### src/sv/seismic_sample_to_double_macros.svh
// Assertion helpers for the sample converter.
`ifndef SEISMIC_SAMPLE_TO_DOUBLE_MACROS_SVH
`define SEISMIC_SAMPLE_TO_DOUBLE_MACROS_SVH
// Check an implication on every clock edge outside reset.
`define SSD_ASSERT(label, clk, rstn, prop, msg) \
    label: assert property (@(posedge clk) disable iff (!rstn) prop) else $error(msg);
// Check an implication on every clock edge, reset included.
`define SSD_ASSERT_ALWAYS(label, clk, prop, msg) \
    label: assert property (@(posedge clk) prop) else $error(msg);
`endif

### src/sv/ssd_pkg.sv
// ----------------------------------------------------------------------------
// ssd_pkg
// Shared types, format codes and constants for the sample converter.
// ----------------------------------------------------------------------------
package ssd_pkg;

    typedef logic [3:0]  fmt_code_t;
    typedef logic [31:0] sample_t;
    typedef logic [63:0] dbl_t;

    localparam fmt_code_t FMT_NONE   = 4'd0;
    localparam fmt_code_t FMT_IBM    = 4'd1;
    localparam fmt_code_t FMT_INT32  = 4'd2;
    localparam fmt_code_t FMT_INT16  = 4'd3;
    localparam fmt_code_t FMT_GAIN   = 4'd4;
    localparam fmt_code_t FMT_IEEE32 = 4'd5;
    localparam fmt_code_t FMT_INT8   = 4'd8;

    localparam dbl_t DBL_MINUS_ONE = 64'hBFF0_0000_0000_0000;

    // Position of the highest set bit of a 32-bit value (0 when zero).
    function automatic logic [4:0] top_bit(input logic [31:0] v);
        logic [4:0] p;
        p = 5'd0;
        for (int i = 0; i < 32; i++) begin
            if (v[i]) begin
                p = 5'(i);
            end
        end
        return p;
    endfunction

endpackage

### src/sv/seismic_sample_to_double.sv
// ----------------------------------------------------------------------------
// seismic_sample_to_double
// Converts one big-endian seismic sample word to IEEE double bits.
// ----------------------------------------------------------------------------
// channel  dir  handshake            payload
// s_       in   s_valid / s_ready    s_sample_word[31:0]
// m_       out  m_valid / m_ready    m_value_bits[63:0], m_format_unsupported
// cfg      in   cfg_we               cfg_data[3:0] (format code)
//
// Input register, then decode into the result register.
// One item per cycle sustained while m_ready is high; each stage advances when the one after is free.
// A stall on m_ready holds both stages and drops s_ready only when both are full.
// Reset (aresetn low, synchronous) clears the valid bits; format code reads 1.
`include "seismic_sample_to_double_macros.svh"
module seismic_sample_to_double (
    input  logic                aclk,
    input  logic                aresetn,
    input  logic                cfg_we,
    input  ssd_pkg::fmt_code_t  cfg_data,
    input  logic                s_valid,
    output logic                s_ready,
    input  ssd_pkg::sample_t    s_sample_word,
    output logic                m_valid,
    input  logic                m_ready,
    output ssd_pkg::dbl_t       m_value_bits,
    output logic                m_format_unsupported
);
    import ssd_pkg::*;

    fmt_code_t fmt_reg;
    sample_t   in_reg;
    logic      in_vld_reg;
    dbl_t      out_reg, out_next;
    logic      uns_reg, uns_next;
    logic      out_vld_reg;
    logic      out_adv, in_adv;

    // decode helpers
    logic        neg;
    logic [31:0] mag;
    logic [4:0]  p;
    logic [10:0] bexp;
    logic [51:0] frac;
    logic [63:0] shl;
    logic [31:0] m;
    logic [7:0]  sx;

    assign out_adv = in_vld_reg && (!out_vld_reg || m_ready);
    assign s_ready = !in_vld_reg || out_adv;
    assign in_adv  = s_valid && s_ready;

    always_ff @(posedge aclk) begin
        if (!aresetn) begin
            fmt_reg     <= FMT_IBM;
            in_vld_reg  <= 1'b0;
            out_vld_reg <= 1'b0;
        end else begin
            if (cfg_we) begin
                fmt_reg <= cfg_data;
            end
            if (s_ready) begin
                in_vld_reg <= s_valid;
            end
            if (!out_vld_reg || m_ready) begin
                out_vld_reg <= in_vld_reg;
            end
        end
    end

    always_ff @(posedge aclk) begin
        if (in_adv) begin
            in_reg <= s_sample_word;
        end
        if (out_adv) begin
            out_reg <= out_next;
            uns_reg <= uns_next;
        end
    end

    // Select magnitude and scale, normalize on the top set bit, then pack.
    always_comb begin
        neg      = 1'b0;
        mag      = 32'd0;
        sx       = 8'd0;
        uns_next = 1'b0;
        out_next = 64'd0;
        m        = 32'd0;
        case (fmt_reg)
            FMT_INT32: begin
                neg = in_reg[31];
                mag = neg ? (32'd0 - in_reg) : in_reg;
            end
            FMT_INT16: begin
                neg = in_reg[31];
                mag = neg ? (32'd0 - {16'hFFFF, in_reg[31:16]}) : {16'd0, in_reg[31:16]};
            end
            FMT_INT8: begin
                neg = in_reg[31];
                mag = neg ? (32'd0 - {24'hFFFFFF, in_reg[31:24]}) : {24'd0, in_reg[31:24]};
            end
            FMT_IEEE32: begin
                neg = in_reg[31];
                mag = {9'd0, in_reg[22:0]};
            end
            FMT_NONE, FMT_GAIN: begin
                neg = 1'b1;
            end
            default: begin
                neg = in_reg[31];
                mag = {8'd0, in_reg[23:0]};
                sx  = {1'b0, in_reg[30:24]};
            end
        endcase
        p    = top_bit(mag);
        shl  = {32'd0, mag} << (6'd52 - {1'b0, p});
        frac = shl[51:0];
        bexp = 11'd1023 + {6'd0, p};
        case (fmt_reg)
            FMT_NONE: begin
                out_next = DBL_MINUS_ONE;
            end
            FMT_GAIN: begin
                out_next = DBL_MINUS_ONE;
                uns_next = 1'b1;
            end
            FMT_INT32, FMT_INT16, FMT_INT8: begin
                out_next = (mag == 32'd0) ? 64'd0 : {neg, bexp, frac};
            end
            FMT_IEEE32: begin
                m = {9'd0, in_reg[22:0]};
                if (in_reg[30:23] == 8'hFF) begin
                    // NaN payload lands at the top of the fraction, quiet bit forced
                    out_next = {neg, 11'h7FF, (m != 32'd0), in_reg[21:0], 29'd0};
                end else if (in_reg[30:23] == 8'h00) begin
                    // subnormal: value m * 2^-149
                    out_next = (m == 32'd0) ? {neg, 63'd0}
                             : {neg, 11'(11'd874 + {6'd0, p}), frac};
                end else begin
                    out_next = {neg, 11'({3'd0, in_reg[30:23]} + 11'd896),
                                in_reg[22:0], 29'd0};
                end
            end
            default: begin
                // IBM: exp = p + 4*(e-64) - 24 + 1023 = p + 4e + 743
                out_next = (mag == 32'd0) ? {neg, 63'd0}
                         : {neg, 11'({6'd0, p} + {1'b0, sx, 2'b00} + 11'd743), frac};
            end
        endcase
    end

    assign m_valid              = out_vld_reg;
    assign m_value_bits         = out_reg;
    assign m_format_unsupported = uns_reg;

    `SSD_ASSERT(a_hold_stall, aclk, aresetn,
        (m_valid && !m_ready) |=> (m_valid && $stable(m_value_bits)),
        "result changed while stalled")
    `SSD_ASSERT(a_ready_free, aclk, aresetn,
        (!in_vld_reg) |-> s_ready, "input stage empty but not ready")
    `SSD_ASSERT(a_unsup, aclk, aresetn,
        (m_valid && m_format_unsupported) |-> (m_value_bits == DBL_MINUS_ONE),
        "unsupported flag without -1.0")
    `SSD_ASSERT_ALWAYS(a_reset, aclk,
        (!aresetn) |=> (!m_valid), "valid after reset")

endmodule

### config.mk
export PLATFORM = sky130hd
export DESIGN_NAME = seismic_sample_to_double
export DESIGN_NICKNAME = d
export VERILOG_FILES = /design/src/sv/ssd_pkg.sv /design/src/sv/seismic_sample_to_double.sv
export VERILOG_INCLUDE_DIRS = /design/src /design/src/sv
export SDC_FILE = /design/constraint.sdc
export NUM_CORES = 1
export LEC_CHECK = 0
export BUFFER_PORTS_ARGS = -buffer_cell sky130_fd_sc_hd__buf_2
export CORE_UTILIZATION = 46
export CTS_CLUSTER_SIZE = 24
export DETAILED_ROUTE_END_ITERATION = 6
export GPL_TIMING_DRIVEN = 0
export PLACE_DENSITY = 0.65
export SLEW_MARGIN = 15
export SYNTH_ARGS = -nofsm -noshare
export SYNTH_HDL_FRONTEND = slang
export SYNTH_SLANG_ARGS = --single-unit
### constraint.sdc
create_clock -name aclk -period 8.55 [get_ports aclk]
set_input_delay 0.4275 -clock aclk [delete_from_list [all_inputs] [get_ports aclk]]
set_output_delay 0.4275 -clock aclk [all_outputs]
set_load 0.02 [all_outputs]
# Word-level counts from Yosys, hierarchy flattened
# Index checks and enable logic that the tools add are counted.
[word_totals] ff_bits=103 in_bits=41 wordCells=79
[classes] addsub=9 eq_ne=6 n_shift=1 n_mux=43 reduce_logical=14
[ops] op="2-to-1 mux 63 bit" count=4
[ops] op="one-hot mux 64 bit (3 select lines)" count=1
[ops] op="one-hot mux 32 bit (5 select lines)" count=1
[ops] op="2-to-1 mux 5 bit" count=30
[ops] op="2-to-1 mux 32 bit" count=3
[ops] op="2-to-1 mux 64 bit" count=1
[ops] op="<< shifter 32 x 6 -> 52 bit" count=1
[ops] op="zero test 32 bit" count=1
[ops] op="subtractor 1 x 32 -> 32 bit, first input constant" count=1
[ops] op="zero test 23 bit" count=1
[ops] op="nonzero test 23 bit" count=1
[ops] op="adder 10 x 5 -> 11 bit, first input constant" count=2
[ops] op="subtractor 1 x 17 -> 18 bit, first input constant" count=1
[ops] op="adder 11 x 10 -> 11 bit, second input constant" count=1
[ops] op="adder 5 x 10 -> 11 bit" count=1
[ops] op="adder 8 x 10 -> 11 bit, second input constant" count=1
[ops] op="subtractor 1 x 9 -> 10 bit, first input constant" count=1
[ops] op="== test 4 x 2 -> 1 bit, second input constant" count=2
[ops] op="== test 4 x 3 -> 1 bit, second input constant" count=2
[ops] op="== test 8 bit, second input constant" count=1
[ops] op="zero test 8 bit" count=1
[ops] op="2-to-1 mux 7 bit" count=1
[ops] op="OR reduction 6 bit" count=1
[ops] op="subtractor 6 x 5 -> 6 bit, first input constant" count=1
[ops] op="other kinds (8)" count=12

# Logic depth before layout (Yosys ltp)
[logic_depth] word_depth=40 depth_mapped=24 ltp_nobuf=23

# Least setup slack after synthesis
# No wires, ideal clock.
[synth_timing] path_kind="flip-flop to flip-flop" from="register in_reg[4]" to="register out_reg[44], in the netlist m_value_bits[44], data pin" setup_time_ns=0.261 t_arrival_ns=5.685 t_required_ns=8.289 slack_ns=2.605 stages_incl_launch_ff=22 path_buffers=5 period_less_slack_ns=5.945 cell_sequence="edfxtp_1 buf_6 or4_4 buf_6 o311a_1 o211ai_1 o221ai_2 a311oi_1 o311ai_0 a211o_1 a2111o_1 a211oi_1 ha_1 clkbuf_1 clkbuf_1 clkbuf_1 nor2_1 a211oi_1 mux2i_1 mux2_2 and2_1 a221o_1"
[synth_between] elab_chain_cells=37 elab_cells_between_ends=41 cone_classes="add/sub: 2; shift: 1; mux: 36; reduce/logical: 2"
[synth_lines] item="start: declaration" line="seismic_sample_to_double.sv:31" source="sample_t in_reg;"
[synth_lines] item="start signal: assignment" line="seismic_sample_to_double.sv:72" source="in_reg <= s_sample_word;"
[synth_lines] item="subtractor 1 x 32 -> 32 bit" line="seismic_sample_to_double.sv:91" source="mag = neg ? (32'd0 - in_reg) : in_reg;"
[synth_lines] item="2-to-1 mux 32 bit" line="seismic_sample_to_double.sv:91"
[synth_lines] item="one-hot mux 32 bit (5 select lines)" line="seismic_sample_to_double.sv:88" source="case (fmt_reg)"
[synth_lines] item="2-to-1 mux 5 bit (28 in series)" line="ssd_pkg.sv:26" source="if (v[i]) begin"
[synth_lines] item="subtractor 6 x 5 -> 6 bit" line="seismic_sample_to_double.sv:115" source="shl = {32'd0, mag} << (6'd52 - {1'b0, p});"
[synth_lines] item="<< shifter 32 x 6 -> 52 bit" line="seismic_sample_to_double.sv:115"
[synth_lines] item="2-to-1 mux 63 bit" line="seismic_sample_to_double.sv:136" source="out_next = (m == 32'd0) ? {neg, 63'd0}"
[synth_lines] item="2-to-1 mux 63 bit" line="seismic_sample_to_double.sv:134" source="end else if (in_reg[30:23] == 8'h00) begin"
[synth_lines] item="2-to-1 mux 63 bit" line="seismic_sample_to_double.sv:131" source="if (in_reg[30:23] == 8'hFF) begin"
[synth_lines] item="one-hot mux 64 bit (3 select lines) (*)" line="seismic_sample_to_double.sv:118" source="case (fmt_reg)"
[synth_lines] item="via out_next[44]" line="seismic_sample_to_double.sv:33" source="dbl_t out_reg, out_next;"
[synth_lines] item="end signal: assignment" line="seismic_sample_to_double.sv:75" source="out_reg <= out_next;"
[synth_lines] item="end: declaration" line="seismic_sample_to_double.sv:33"
# The timed path passes the listed nets; every way through them passes the cells marked *.
# A chain may end at the register's enable or synchronous reset.

# Final worst setup path
[layout_timing] from="register in_reg[24]" to="register out_reg[50], in the netlist m_value_bits[50], data pin"
[layout_between] elab_chain_cells=40 elab_cells_between_ends=49 cone_classes="add/sub: 4; eq/ne: 1; shift: 1; mux: 41; reduce/logical: 2"
[layout_lines] item="subtractor 1 x 9 -> 10 bit" line="seismic_sample_to_double.sv:99" source="mag = neg ? (32'd0 - {24'hFFFFFF, in_reg[31:24]}) : {24'd0, in_reg[31:24]};"
[layout_lines] item="2-to-1 mux 32 bit" line="seismic_sample_to_double.sv:99"
[layout_lines] item="one-hot mux 32 bit (5 select lines)" line="seismic_sample_to_double.sv:88"
[layout_lines] item="2-to-1 mux 1 bit" line="ssd_pkg.sv:26"
[layout_lines] item="2-to-1 mux 5 bit (30 in series)" line="ssd_pkg.sv:26"
[layout_lines] item="subtractor 6 x 5 -> 6 bit" line="seismic_sample_to_double.sv:115"
[layout_lines] item="<< shifter 32 x 6 -> 52 bit" line="seismic_sample_to_double.sv:115"
[layout_lines] item="2-to-1 mux 63 bit" line="seismic_sample_to_double.sv:136"
[layout_lines] item="2-to-1 mux 63 bit" line="seismic_sample_to_double.sv:134"
[layout_lines] item="2-to-1 mux 63 bit" line="seismic_sample_to_double.sv:131"
[layout_lines] item="one-hot mux 64 bit (3 select lines) (*)" line="seismic_sample_to_double.sv:118"
[layout_lines] item="via out_next[50]" line="seismic_sample_to_double.sv:33"
# Marked as above.

==> reports/results.txt <==
Status: complete, no violations
Final WS setup: 554 ps
VDD IR max: 0.109 mV
Largest area contributor in the netlist: edfxtp_1
Die Span X: 145 um
Final setup viols: 0
Slack of the worst reg-to-reg path: 550 ps
Period utilisation layout: 0.935
Clock tree sinks: 103
Worst Tran Pin Value: 1120 ps
Synth top area cells: edfxtp_1, mux4_2, mux2i_1
Most common cell in the synthesized netlist: edfxtp_1
Cells on worst reg2reg path: 21
Pleak: 0.00394 uW
CTS max path bufs: 2
#FFs+latches synth: 103
Post-Syn Instances: 986
CTS tree: built
DRT Wirelength: 34.3 mm
Initial DRT Pass Iterations: 6
Most frequent cells after synthesis: edfxtp_1, nand2_1, nor2_1, clkbuf_1, a21oi_1
Resized Gates After CTS: 0
Min-delay src: s_sample_word[3]
Slew headroom: 0.250
Worst R2R Start: in_reg[24]
Hold WC Path Type: input pin to flip-flop
Distinct cells, synth: 110
PortBufs: 106
# IOs: 108
Remaining DRCs: 0
P per Cell Area: 218 nW/um^2
Setup_tns: 0 ps
CP Cell Sequence: clkbuf_1 -> inv_1 -> ha_1 -> nor3b_1 -> a31oi_1 -> xor2_1 -> a211oi_1 -> o311ai_0 -> a211o_1 -> a2111o_1 -> a211oi_2 -> ha_1 -> clkbuf_1 -> clkbuf_1 -> clkbuf_1 -> nand2_1 -> o21ai_0 -> o22ai_1 -> a211oi_1 -> nor3_1 -> or3_1
Die Ht: 145 um
Critical path class: flip-flop to flip-flop
Hold buffer count at cts: 0
Critical Path AT: 8120 ps
CORE AREA: 19700 um^2
Total track usage: 0.339
Clock Latency Late Sink: 370 ps
Die area: 20900 um^2
Max reg flops: 64
CP max stage cell: a211oi_1
Post-synth EDFFs: 97
Initial antenna violation count: 0
WHS Path Cells: 1
Initial Utilization: 0.474
Htree depth: 3
FMAX: 0.125 GHz
Largest net degree at the start of global routing: 33
Mean Syn Cell Area: 9.48 um^2
Prevailing post-synth register cell: edfxtp_1
Worst path depth: 21
Nets@finish: 1174
Final ANT Viol Nets: 0
N_diodes: 0
Crit path capture type: flip-flop
Via-per-instance ratio: 6.60
RSZ-0062 raised after global routing: no
Drt wl/cell: 24.8 um
Number of max-cap violations: 0
Minimum clock period: 8000 ps
Fin. max-slew vios: 0
Startpoint Class: flip-flop
R2r endpoint: m_value_bits[50]
Clock Skew: 12.0 ps
CP Launch Point: in_reg[24]
Worst-path fanout max: 10
Hpwl dp: 26.8 mm
CTS Root Cell: clkbuf_16
GRT Residual Overflow: 0
CP bufs+invs: 5
Iter 0 DRT Violations: 1044
Post-CTS Setup Repair Bufs: 0
Top cell type's share of synthesized area: 0.312
Setup WS pre-CTS: 523 ps
Final Hold Fails: 0
CP delay by family, top: compound AO/OA/AOI/OAI gates
Post-synth ARST share: 0
FP Rows: 51
Hold EP: in_reg[3]
Layout cells sized above 1: 0.209
Detailed-route via count: 9128
CP dominant cell by count: clkbuf_1
Area grow syn2layout: 13.7%
Required @ worst endpoint: 8670 ps
Synth warnings: 0
Final GP Congestion: 1.01
CTS clock-pin slew for the worst setup and hold paths: 80 ps
Synthesized cell area: 9350 um^2
Largest stage delay, worst path: 830 ps
First-pass GRT wire length: 51.5 mm
Number of buffers created by CTS: 9
Seq/Total Area, Yosys: 0.324
Vias in the first global route: 8265
-- kinds of logic (layout without fill, tap and decap cells) --
kind of cell               after synthesis  count (layout)  synth area share
xor gates and xnor gates                25              25            0.0250
DFF                                    103             103             0.324
other                                    1               8          0.000401
adders and majority gates               21              21            0.0289
buffers and inverters                  113             237            0.0541
AOI/OAI and AO/OA                      292             292             0.233
and+or+nand+nor                        352             352             0.210
muxes                                   79              79             0.124
-- area by class of cell --
| cell class | count | area, um^2 |
|---|---|---|
| repair buffers | 108 | 571 |
| multi-input cells | 777 | 5850 |
| clock inverters | 7 | 114 |
| well taps | 265 | 332 |
| plain buffers | 74 | 352 |
| inverters | 39 | 154 |
| clock buffers | 9 | 225 |
| fillers | 1787 | 9090 |
| flip-flops and latches | 103 | 3030 |
-- report_power, final --
part	total (uW)	leakage, uW	switching, uW	internal [uW]
combinational	1190	0.00280	740	451
clock	471	0.000165	207	264
sequential	656	0.000971	22.6	634
total	2320	0.00394	970	1350
-- routing by layer --
metal,GRT usage,part of all wire,up-vias
met1,0.457,0.42,4377
met2,0.533,0.45,535
met5,0,0,-
li1,-,-,4116
met3,0.0464,0.086,100
met4,0.163,0.049,0
-- placed cells by master, fill, tap and decap left out, types with 13 or more instances in the layout --
cell	synthesis	routed
o22ai_1	13	13
o31ai_1	13	13
nand3_1	16	16
ha_1	20	20
mux2i_1	43	43
inv_1	35	35
xnor2_1	17	17
nor2_1	72	72
o21ai_0	42	42
nor2b_1	14	13
a21oi_1	44	44
a211oi_1	16	15
clkbuf_1	46	46
nand2_1	76	76
nand4_1	18	18
buf_2	14	120
a21o_1	15	15
or3_1	17	17
edfxtp_1	97	97
o211ai_1	16	16
mux4_2	21	21
nor3_1	30	30
-- worst register-to-register path, cell delays in order, from the launching register on --
cell and delay (ps):
edfxtp_1 430, clkbuf_1 290, inv_1 230, ha_1 290
nor3b_1 480, a31oi_1 170, xor2_1 250, a211oi_1 830
o311ai_0 310, a211o_1 380, a2111o_1 470, a211oi_2 540
ha_1 210, clkbuf_1 360, clkbuf_1 500, clkbuf_1 500
nand2_1 90, o21ai_0 270, o22ai_1 130, a211oi_1 540
nor3_1 110, or3_1 380
-- how the worst max path moves through the flow --
| stage | to | slack [ps] |
|---|---|---|
| after global routing | m_value_bits[51] | 260 |
| after CTS | m_value_bits[50] | 470 |
| after global placement | m_value_bits[50] | 590 |
| final | m_value_bits[50] | 550 |
| after detailed placement | m_value_bits[50] | 520 |
| after floorplan | m_value_bits[44] | 2600 |
-- metrics by stage --
stage / util / total power (uW) / std cells / hold slack (ps) / area, um^2
6_report: 0.539 / 2320 / 1382 / 227 / 10600
5_1_grt: 0.539 / 2420 / 1382 / 229 / 10600
4_1_cts: 0.539 / 2300 / 1382 / 225 / 10600
3_5_place_dp: 0.522 / 1820 / 1366 / 512 / 10300
3_3_place_gp: 0.519 / 1820 / 1364 / 501 / 10200
2_1_floorplan: - / 1490 / 993 / 477 / 9380
(Power assumes the default switching activity.)
